--- src/hw/rtl/m3h_pkg.sv ---
`timescale 1ns / 1ps

package m3h_pkg;

  // mixing and finalizer constants
  localparam logic [31:0] MIX_C1     = 32'hcc9e2d51;
  localparam logic [31:0] MIX_C2     = 32'h1b873593;
  localparam logic [31:0] STEP_ADD   = 32'he6546b64;
  localparam logic [31:0] FIN_M1     = 32'h85ebca6b;
  localparam logic [31:0] FIN_M2     = 32'hc2b2ae35;
  localparam logic [31:0] SEED_RESET = 32'h9747b28c;

  // register map: index taken from paddr[2]
  localparam int unsigned PADDR_W  = 3;
  localparam logic        REG_SEED = 1'b0;

  localparam int unsigned QUEUE_DEPTH = 2;

  // what the back end does with one beat
  typedef enum logic [1:0] {
    KIND_SKIP = 2'd0,
    KIND_TAIL = 2'd1,
    KIND_FULL = 2'd2
  } kind_t;

  // classified beat handed from front to back
  typedef struct packed {
    logic [31:0] key;
    logic [2:0]  nbytes;
    kind_t       kind;
    logic        last;
  } item_t;

endpackage

--- src/hw/rtl/m3h_front.sv ---
`timescale 1ns / 1ps

module m3h_front (
  input  logic                clk,
  input  logic                rst,
  input  logic                in_valid,
  output logic                in_ready,
  input  logic [31:0]         data_word,
  input  logic [2:0]          valid_bytes,
  input  logic                last,
  output logic                item_valid,
  input  logic                item_ready,
  output m3h_pkg::item_t      item
);

  logic           a_valid;
  logic [31:0]    a_key;
  logic [2:0]     a_nbytes;
  m3h_pkg::kind_t a_kind;
  logic           a_last;

  logic           b_valid;
  m3h_pkg::item_t b_item;

  logic           a_ready;
  logic           b_ready;
  logic [2:0]     nbytes;
  logic [31:0]    masked;
  m3h_pkg::kind_t kind;
  logic [31:0]    a_rot;

  // clamp count, classify, keep only valid bytes
  always_comb begin
    nbytes = (valid_bytes > 3'd4) ? 3'd4 : valid_bytes;
    unique case (nbytes)
      3'd0:    masked = 32'h0000_0000;
      3'd1:    masked = {24'd0, data_word[7:0]};
      3'd2:    masked = {16'd0, data_word[15:0]};
      3'd3:    masked = {8'd0, data_word[23:0]};
      default: masked = data_word;
    endcase
    if (nbytes == 3'd0) begin
      kind = m3h_pkg::KIND_SKIP;
    end else if (nbytes == 3'd4) begin
      kind = m3h_pkg::KIND_FULL;
    end else begin
      kind = m3h_pkg::KIND_TAIL;
    end
  end

  assign a_rot    = {a_key[16:0], a_key[31:17]};
  assign b_ready  = !b_valid || item_ready;
  assign a_ready  = !a_valid || b_ready;
  assign in_ready = a_ready;

  always_ff @(posedge clk) begin
    if (rst) begin
      a_valid <= 1'b0;
      b_valid <= 1'b0;
    end else begin
      if (a_ready) begin
        a_valid <= in_valid;
      end
      if (b_ready) begin
        b_valid <= a_valid;
      end
    end
    // first multiply
    if (a_ready && in_valid) begin
      a_key    <= masked * m3h_pkg::MIX_C1;
      a_nbytes <= nbytes;
      a_kind   <= kind;
      a_last   <= last;
    end
    // rotate by 15, second multiply
    if (b_ready && a_valid) begin
      b_item.key    <= a_rot * m3h_pkg::MIX_C2;
      b_item.nbytes <= a_nbytes;
      b_item.kind   <= a_kind;
      b_item.last   <= a_last;
    end
  end

  assign item_valid = b_valid;
  assign item       = b_item;

endmodule

--- src/hw/rtl/m3h_queue.sv ---
`timescale 1ns / 1ps

module m3h_queue (
  input  logic           clk,
  input  logic           rst,
  input  logic           push_valid,
  output logic           push_ready,
  input  m3h_pkg::item_t push_item,
  output logic           pop_valid,
  input  logic           pop_ready,
  output m3h_pkg::item_t pop_item
);

  localparam int unsigned PTR_W = $clog2(m3h_pkg::QUEUE_DEPTH);
  localparam int unsigned CNT_W = $clog2(m3h_pkg::QUEUE_DEPTH + 1);

  m3h_pkg::item_t slots [m3h_pkg::QUEUE_DEPTH];
  logic [PTR_W-1:0] wr_ptr;
  logic [PTR_W-1:0] rd_ptr;
  logic [CNT_W-1:0] fill;
  logic             do_push;
  logic             do_pop;

  assign push_ready = (fill != CNT_W'(m3h_pkg::QUEUE_DEPTH));
  assign pop_valid  = (fill != '0);
  assign do_push    = push_valid && push_ready;
  assign do_pop     = pop_valid && pop_ready;
  assign pop_item   = slots[rd_ptr];

  always_ff @(posedge clk) begin
    if (rst) begin
      wr_ptr <= '0;
      rd_ptr <= '0;
      fill   <= '0;
    end else begin
      if (do_push) begin
        wr_ptr <= (wr_ptr == PTR_W'(m3h_pkg::QUEUE_DEPTH - 1)) ? '0 : wr_ptr + 1'b1;
      end
      if (do_pop) begin
        rd_ptr <= (rd_ptr == PTR_W'(m3h_pkg::QUEUE_DEPTH - 1)) ? '0 : rd_ptr + 1'b1;
      end
      if (do_push && !do_pop) begin
        fill <= fill + 1'b1;
      end else if (do_pop && !do_push) begin
        fill <= fill - 1'b1;
      end
    end
    if (do_push) begin
      slots[wr_ptr] <= push_item;
    end
  end

endmodule

--- src/hw/rtl/m3h_back.sv ---
`timescale 1ns / 1ps

module m3h_back (
  input  logic           clk,
  input  logic           rst,
  input  logic [31:0]    seed,
  input  logic           item_valid,
  output logic           item_ready,
  input  m3h_pkg::item_t item,
  output logic           out_valid,
  input  logic           out_ready,
  output logic [31:0]    hash_value
);

  logic        in_message;
  logic [31:0] running_hash;
  logic [31:0] byte_count;

  logic [31:0] h_base;
  logic [31:0] cnt_base;
  logic [31:0] hx;
  logic [31:0] hr;
  logic [31:0] h_next;
  logic [31:0] cnt_next;

  // finalizer pipeline
  logic        v0, v1, v2, v3;
  logic [31:0] f0, f1, f2, f3;
  logic        r0, r1, r2, r3;
  logic        pop;
  logic [31:0] f0_sh;
  logic [31:0] f1_sh;

  assign r3 = !v3 || out_ready;
  assign r2 = !v2 || r3;
  assign r1 = !v1 || r2;
  assign r0 = !v0 || r1;
  assign item_ready = r0;
  assign pop = item_valid && r0;

  // hash recurrence
  always_comb begin
    h_base   = in_message ? running_hash : seed;
    cnt_base = in_message ? byte_count : 32'd0;
    hx       = h_base ^ item.key;
    hr       = {hx[18:0], hx[31:19]};
    unique case (item.kind)
      m3h_pkg::KIND_FULL: h_next = hr + {hr[29:0], 2'b00} + m3h_pkg::STEP_ADD;
      m3h_pkg::KIND_TAIL: h_next = hx;
      default:            h_next = h_base;
    endcase
    cnt_next = cnt_base + {29'd0, item.nbytes};
  end

  assign f0_sh = f0 ^ {16'd0, f0[31:16]};
  assign f1_sh = f1 ^ {13'd0, f1[31:13]};

  always_ff @(posedge clk) begin
    if (rst) begin
      in_message <= 1'b0;
      v0 <= 1'b0;
      v1 <= 1'b0;
      v2 <= 1'b0;
      v3 <= 1'b0;
    end else begin
      if (pop) begin
        in_message <= !item.last;
      end
      if (r0) begin
        v0 <= pop && item.last;
      end
      if (r1) begin
        v1 <= v0;
      end
      if (r2) begin
        v2 <= v1;
      end
      if (r3) begin
        v3 <= v2;
      end
    end
    if (pop) begin
      running_hash <= h_next;
      byte_count   <= cnt_next;
    end
    if (r0 && pop && item.last) begin
      f0 <= h_next ^ cnt_next;
    end
    if (r1 && v0) begin
      f1 <= f0_sh * m3h_pkg::FIN_M1;
    end
    if (r2 && v1) begin
      f2 <= f1_sh * m3h_pkg::FIN_M2;
    end
    if (r3 && v2) begin
      f3 <= f2 ^ {16'd0, f2[31:16]};
    end
  end

  assign out_valid  = v3;
  assign hash_value = f3;

endmodule

--- src/hw/rtl/murmur3_32_hash_stream.sv ---
`timescale 1ns / 1ps

// streaming murmurhash3 x86_32: one 32-bit little-endian word per beat, with
// a valid byte count (above four counts as four) and a last mark; the hash of
// the message comes out as one beat on the output channel after the last
// input beat. a word is taken every cycle as long as the output side keeps
// up; the loop-carried work (rotate, shift-add, add) is combinational in the
// back end, and the key mixing runs ahead in a two-stage multiply
// pipeline. out_valid rises once the last beat has passed the two front
// multiply stages, the queue, the hash update into the first finalizer
// register, then three more finalizer registers.
// the seed is read by the first beat of each message, so write it
// between messages. the seed register sits at byte address 0.
module murmur3_32_hash_stream (
  input  logic                         clk,
  input  logic                         rst,
  // apb-style config port
  input  logic                         psel,
  input  logic                         penable,
  input  logic                         pwrite,
  input  logic [m3h_pkg::PADDR_W-1:0]  paddr,
  input  logic [31:0]                  pwdata,
  output logic [31:0]                  prdata,
  output logic                         pready,
  // input beats
  input  logic                         in_valid,
  output logic                         in_ready,
  input  logic [31:0]                  data_word,
  input  logic [2:0]                   valid_bytes,
  input  logic                         last,
  // result beats
  output logic                         out_valid,
  input  logic                         out_ready,
  output logic [31:0]                  hash_value
);

  logic [31:0]    hash_seed;
  logic           cfg_write;

  // front to queue
  logic           f_valid;
  logic           f_ready;
  m3h_pkg::item_t f_item;

  // queue to back
  logic           q_valid;
  logic           q_ready;
  m3h_pkg::item_t q_item;

  // config register: word index is paddr[2], low bits ignored
  assign pready    = 1'b1;
  assign cfg_write = psel && penable && pwrite && pready;
  assign prdata    = (paddr[2] == m3h_pkg::REG_SEED) ? hash_seed : 32'd0;

  always_ff @(posedge clk) begin
    if (rst) begin
      hash_seed <= m3h_pkg::SEED_RESET;
    end else if (cfg_write && paddr[2] == m3h_pkg::REG_SEED) begin
      hash_seed <= pwdata;
    end
  end

  // clamp, mask and mix each word
  m3h_front u_front (
    .clk         (clk),
    .rst         (rst),
    .in_valid    (in_valid),
    .in_ready    (in_ready),
    .data_word   (data_word),
    .valid_bytes (valid_bytes),
    .last        (last),
    .item_valid  (f_valid),
    .item_ready  (f_ready),
    .item        (f_item)
  );

  // decouples the mixer from the hash update and finalizer
  m3h_queue u_queue (
    .clk        (clk),
    .rst        (rst),
    .push_valid (f_valid),
    .push_ready (f_ready),
    .push_item  (f_item),
    .pop_valid  (q_valid),
    .pop_ready  (q_ready),
    .pop_item   (q_item)
  );

  // running hash, byte count and finalizer
  m3h_back u_back (
    .clk        (clk),
    .rst        (rst),
    .seed       (hash_seed),
    .item_valid (q_valid),
    .item_ready (q_ready),
    .item       (q_item),
    .out_valid  (out_valid),
    .out_ready  (out_ready),
    .hash_value (hash_value)
  );

endmodule

--- config.mk ---
export PLATFORM = sky130hd
export DESIGN_NAME = murmur3_32_hash_stream
export DESIGN_NICKNAME = d
export VERILOG_FILES = /design/src/hw/rtl/m3h_pkg.sv /design/src/hw/rtl/m3h_front.sv /design/src/hw/rtl/m3h_queue.sv /design/src/hw/rtl/m3h_back.sv /design/src/hw/rtl/murmur3_32_hash_stream.sv
export SDC_FILE = /design/constraint.sdc
export NUM_CORES = 2
export LEC_CHECK = 0
export ABC_CLOCK_PERIOD_IN_PS = 9400
export BUFFER_PORTS_ARGS = -buffer_cell sky130_fd_sc_hd__buf_2
export CAP_MARGIN = 25
export CELL_PAD_IN_SITES_DETAIL_PLACEMENT = 1
export CELL_PAD_IN_SITES_GLOBAL_PLACEMENT = 1
export CORE_MARGIN = 4
export CORE_UTILIZATION = 50
export DETAILED_ROUTE_END_ITERATION = 8
export GPL_TIMING_DRIVEN = 0
export PLACE_DENSITY_LB_ADDON = 0.1
export SLEW_MARGIN = 20
export SYNTH_ARGS = -nofsm -noshare
export SYNTH_HDL_FRONTEND = slang
export SYNTH_SLANG_ARGS = --single-unit
export TNS_END_PERCENT = 30
--- constraint.sdc ---
create_clock -name clk -period 9.4 [get_ports clk]
set_input_delay 1.41 -clock clk [delete_from_list [all_inputs] [get_ports clk]]
set_output_delay 1.41 -clock clk [all_outputs]
set_load 0.005 [all_outputs]
* Word level (Yosys, flattened, before mapping)
Memories as Yosys holds them, arrays and structs flattened. A register that Yosys moved wholly into a read port is not among the register bits.
Index checks and enable logic that the tools add are counted.
** Word-level totals
- Register bits :: 311
- Memory bits (writable) :: 76
- Bits of input ports :: 78
- Word-level logic and storage cells :: 99
- Memories :: 1
** Memories
- u_queue.slots :: words 2, bits a word 38, rd ports 1, clocked after memory_dff 1, write ports 1, line m3h_queue.sv:17 : m3h_pkg::item_t slots [m3h_pkg::QUEUE_DEPTH];
** Cells by class
- Add/subtract/negate cells :: 7
- $mul :: 4
- Order comparisons :: 1
- Eq/ne operators :: 7
- Multiplexer cells :: 15
- Bitwise operators :: 6
- Reductions and logical operators :: 33
** Operator list (number)
- 32-bit one-hot mux with 4 select lines :: 1
- 32-bit 2-to-1 mux :: 3
- 32-bit by 31-bit multiplier with 32-bit output (second input constant) :: 2
- 32-bit one-hot mux with 2 select lines :: 1
- 32-bit by 16-bit bitwise XOR with 32-bit output :: 2
- 32-bit bitwise XOR :: 2
- 32-bit by 3-bit adder with 32-bit output :: 1
- 32-bit adder :: 1
- 32-bit adder (second input constant) :: 1
- 32-bit by 29-bit multiplier with 32-bit output (second input constant) :: 1
- 32-bit by 32-bit multiplier with 32-bit output (second input constant) :: 1
- 32-bit by 19-bit bitwise XOR with 32-bit output :: 1
- 1-bit logical AND :: 15
- 1-bit zero test :: 9
- 3-bit by 2-bit == test with 1-bit output (second input constant) :: 2
- 1-bit logical OR :: 6
- 1-bit 2-to-1 mux :: 6
- 2-bit 2-to-1 mux :: 3
- 2-bit nonzero test :: 2
- 3-bit by 1-bit == test with 1-bit output (second input constant) :: 1
- 3-bit == test (second input constant) :: 1
- 3-bit greater-than comparator (second input constant) :: 1
- 3-bit zero test :: 1
- 3-bit 2-to-1 mux :: 1
- 7 further kinds :: 8

* Depth between registers and ports, before layout
- Depth in word-level cells :: 9
- Depth in mapped cells :: 27

* By module
Synthesis repeated with hierarchy kept, for this count alone.
** Unflattened totals
- Cell total of the unflattened synthesis :: 4722
- Area, all modules :: 51464.4 µm²
** By module, submodules not included
- m3h_back :: instances 1, cells each 2621, area an instance 28095.7 µm², sequential area each 5865.6 µm²
- m3h_front :: instances 1, cells each 1782, area an instance 18785.5 µm², sequential area each 2322.2 µm²
- m3h_queue :: instances 1, cells each 142, area an instance 2965.3 µm², sequential area each 2382.3 µm²
- murmur3_32_hash_stream :: instances 1, cells each 177, area an instance 1617.8 µm², sequential area each 640.6 µm²

* Worst setup path after synthesis
Ideal clock, no wire load.
- Kind :: input-to-reg
- From :: in valid_bytes[2]
- To :: reg u_front.a_key[29], data pin
- Library setup time :: 0.259 ns
- Arrival :: 7.553 ns
- Path slack :: 1.588 ns
- Stages on the path :: 25
- Path buffers :: 1
- Path through :: or3_1 -> clkbuf_1 -> and2_1 -> ha_1 -> xor2_1 -> ha_1 -> a21o_1 -> fa_1 -> inv_1 -> fa_1 -> inv_1 -> fa_1 -> fa_1 -> fa_1 -> ha_1 -> ha_1 -> a21oi_1 -> nor2b_1 -> a22o_1 -> a31oi_1 -> a222oi_1 -> nand2b_1 -> a21o_1 -> a21oi_1 -> xnor2_1
** Between the ends
- Longest elaborated chain between the ends :: 5
- Elaborated cells on any way between the ends :: 8
- Those cells by class :: 1 x mul; 1 x order compare; 3 x eq/ne; 2 x mux; 1 x reduce/logical
** Ends and longest elaborated chain
- start, declared :: line murmur3_32_hash_stream.sv:29 : input logic [2:0] valid_bytes,
- 3-bit greater-than comparator :: line m3h_front.sv:34 : nbytes = (valid_bytes > 3'd4) ? 3'd4 : valid_bytes;
- 3-bit 2-to-1 mux * :: line m3h_front.sv:34
- 3-bit by 2-bit == test with 1-bit output (tied with other cells) :: line m3h_front.sv:35 : unique case (nbytes)
- 32-bit one-hot mux with 4 select lines * :: line m3h_front.sv:35
- 32-bit by 31-bit multiplier with 32-bit output * :: line m3h_front.sv:70 : a_key <= masked * m3h_pkg::MIX_C1;
- end signal, assigned :: line m3h_front.sv:70
- end, declared :: line m3h_front.sv:17 : logic [31:0] a_key;
Mark *: on every way between the ends. The rest lies on a longest branch, timed or not.
A chain may end at the register's enable or synchronous reset.

* Final worst setup path
Same ends and word-level chain as after synthesis.

==> flow_metrics.env <==
export IMPL_clock_latency_ps=630
export IMPL_synth_compound_area_share_pct=5.49
export IMPL_rsz0062_at_grt="no"
export IMPL_h_tree_depth=2
export IMPL_core_area_um2=100000
export IMPL_ys_types=95
export IMPL_slew_viol_final=0
export IMPL_syn_nets=6237
export IMPL_syn_area_um2=50500
export IMPL_multi_input_area_um2=34700
export IMPL_wl_per_cell_um=22.8
export IMPL_grtUsageTotal_pct=27.2
export IMPL_ys_seq_elements=388
export IMPL_end_kind="flip-flop"
export IMPL_synth_top_cell_area_share_pct=28.9
export IMPL_area_growth_synth_to_final_pct=8.43
export IMPL_synthMuxAreaShare_pct=1.44
export IMPL_path_clk_slew_ps=60
export IMPL_relSlewSlack_pct=24.1
export IMPL_cp_num_buf_inv=4
export IMPL_synthArstFlopShare_pct=0
export IMPL_drive_above_1_share_pct=6.15
export IMPL_die_w_um=326
export IMPL_hp_class="flip-flop to flip-flop"
export IMPL_holdBufCountCts=0
export IMPL_drv_cap=0
export IMPL_overflow=0
export IMPL_status="complete, no violations"
export IMPL_num_rows=116
export IMPL_first_iter_violations=1624
export IMPL_worst_pin_slew_ps=1140
export IMPL_clkSinkCount=388
export IMPL_dieArea_um2=106000
export IMPL_finalHoldViolations=0
export IMPL_synth_warnings=0
export IMPL_seq_area_frac_synth_pct=22.2
export IMPL_netlist_top_cells_area="fa_1 29%, ha_1 21%, edfxtp_1 20%, inv_1 8.9%, xnor2_1 3.7%"
export IMPL_io_pins=145
export IMPL_stdcell_area_um2=54800
export IMPL_postRouteAntennaNets=0
export IMPL_fill_cells=10800
export IMPL_placedInstanceArea_um2=53200
export IMPL_fin_crit_sh_pct=90.4
export IMPL_cts_made_buffers=45
export IMPL_io_buffers=140
export IMPL_cp_required_ps=9750
export IMPL_cp_max_fo=9
export IMPL_synth_edf_count=344
export IMPL_cts_resized=0
export IMPL_worst_ep_arrival_time_ps=8850
export IMPL_crit_path_frequent_cell="fa_1"
export IMPL_largest_reg_flops=76
export IMPL_hpwl_mm=122
export IMPL_seq_area_um2=11200
export IMPL_synthSimpleGateAreaFrac_pct=5.32
export IMPL_critPathLaunchType="input pin"
export IMPL_antenna_found_initial=7
export IMPL_grt_pass1_wl_mm=219
export IMPL_drc=0
export IMPL_cts_tree="done"
export IMPL_drt_pass1_iter_count=5
export IMPL_syn_inst=4601
export IMPL_root_buffer="clkbuf_16"
export IMPL_largest_register="u_queue.slots"
export IMPL_grt_max_degree=37
export IMPL_routed_wl_mm=140
export IMPL_final_nets=6445
export IMPL_fin_skew_ps=34.8
export IMPL_via_per_inst=5.33
export IMPL_clockBufferDepth=3
export IMPL_fin_crit_ps=8500
export IMPL_avgSynthCellArea_um2=11.0
export IMPL_setup_violations=0
export IMPL_cts_setup_buffers=0
export IMPL_synth_ff_type="edfxtp_1"
export IMPL_synth_top_family_by_area="adder cells"
export IMPL_vias=32800
export IMPL_critPathMaxStageDelay_ps=660
export IMPL_synth_xor_area_share_pct=6.88
export IMPL_place_congestion=0.913
export IMPL_synth_top_area_cell="fa_1"
export IMPL_fin_setup_tns_ps=0
export IMPL_die_h_um=326
export IMPL_start_util_pct=50.5
export IMPL_crit_family="adder cells"
export IMPL_crit_type="input pin to flip-flop"
export IMPL_synthAdderAreaFrac_pct=49.4
export IMPL_grt_pass1_vias=37100
export IMPL_max_freq_mhz=118
export IMPL_cp_slowest_cell="and2_1"
worst register-to-register path: cells and delay by family, from the launching register on:
| kind | cells | cell delay, ps |
|---|---|---|
| flip-flops | 1 | 550 |
| adder cells (fa/ha/maj) | 9 | 4130 |
| AO/OA/AOI/OAI | 7 | 1930 |
| buffers and inverters | 5 | 610 |
| XOR/XNOR | 2 | 830 |
metal layers:
layer / vias up / routed length [um] / global-route usage (%) / share of wire [%]
met5: - / 0 / 0 / 0
met4: 0 / 5420 / 9.32 / 3.9
met3: 186 / 5690 / 2.81 / 4.1
met2: 618 / 70100 / 47.8 / 50
met1: 16900 / 59100 / 35.2 / 42
li1: 15100 / - / - / -
cell families (layout without fill, tap and decap cells):
family / Yosys count / count (layout)
other: 1 / 2
buffers and inverters: 1247 / 1491
and+or+nand+nor: 530 / 530
muxes: 72 / 72
AOI/OAI and AO/OA: 411 / 411
DFF: 388 / 388
xor gates and xnor gates: 394 / 394
adders and majority gates: 1558 / 1558
per-stage QoR:
stage,instances,util (%),hold WS (ps),worst slack (ps)
2_1_floorplan,4601,-,400,1590
3_3_place_gp,6039,52.8,412,481
3_5_place_dp,6057,53.1,424,322
4_1_cts,6140,54.7,447,920
5_1_grt,6143,54.7,452,656
6_report,6144,54.7,439,898
cell usage in the layout, fill, tap and decap left out, drive strengths merged, types with 40 or more instances in the layout:
cell type  count
nand3         40
fa           729
edfxtp       344
ha           829
inv         1208
a21o          46
buf          170
o21ai         66
xnor2        212
nand2        165
a21oi        128
clkbuf        90
dfxtp         44
nor2         101
mux2i         67
xor2         180
nor2b         64
path summary, 6_finish.rpt:
kind                                      from           endpoint  slack (ps)  depth (start not counted)
worst min register to register  u_front.a_last    u_front.item[0]         440                          0
worst max-delay path            valid_bytes[2]  u_front.a_key[29]         900                         26
worst max register to register   u_back.f1[21]      u_back.f2[31]        1050                         23
worst min-delay path            u_front.a_last    u_front.item[0]         440                          0
cell type report:
type	instances	area share, %
clock inverter	28	0.699
tap	1298	2.96
clock buffer	55	2.14
antenna	1	0.00457
inverter	1203	8.24
multi-input combinational	2966	63.3
sequential	388	20.5
timing repair buffer	161	1.83
buffer	44	0.324
Yosys cell counts, types with 24 or more instances:
| cell type | count |
|---|---|
| a21oi_1 | 127 |
| dfxtp_1 | 44 |
| inv_1 | 1202 |
| a21o_1 | 46 |
| o21a_1 | 27 |
| nand2_1 | 165 |
| nor2_1 | 101 |
| nor2b_1 | 63 |
| o21ai_0 | 55 |
| xnor2_1 | 212 |
| mux2i_1 | 67 |
| nor3_1 | 24 |
| fa_1 | 729 |
| and2_1 | 32 |
| edfxtp_1 | 344 |
| xor2_1 | 180 |
| nand3_1 | 39 |
| ha_1 | 829 |
| clkbuf_1 | 34 |
Power is not shown: default switching activity piles up to over one toggle a cycle in this logic, so the estimate is an artifact.
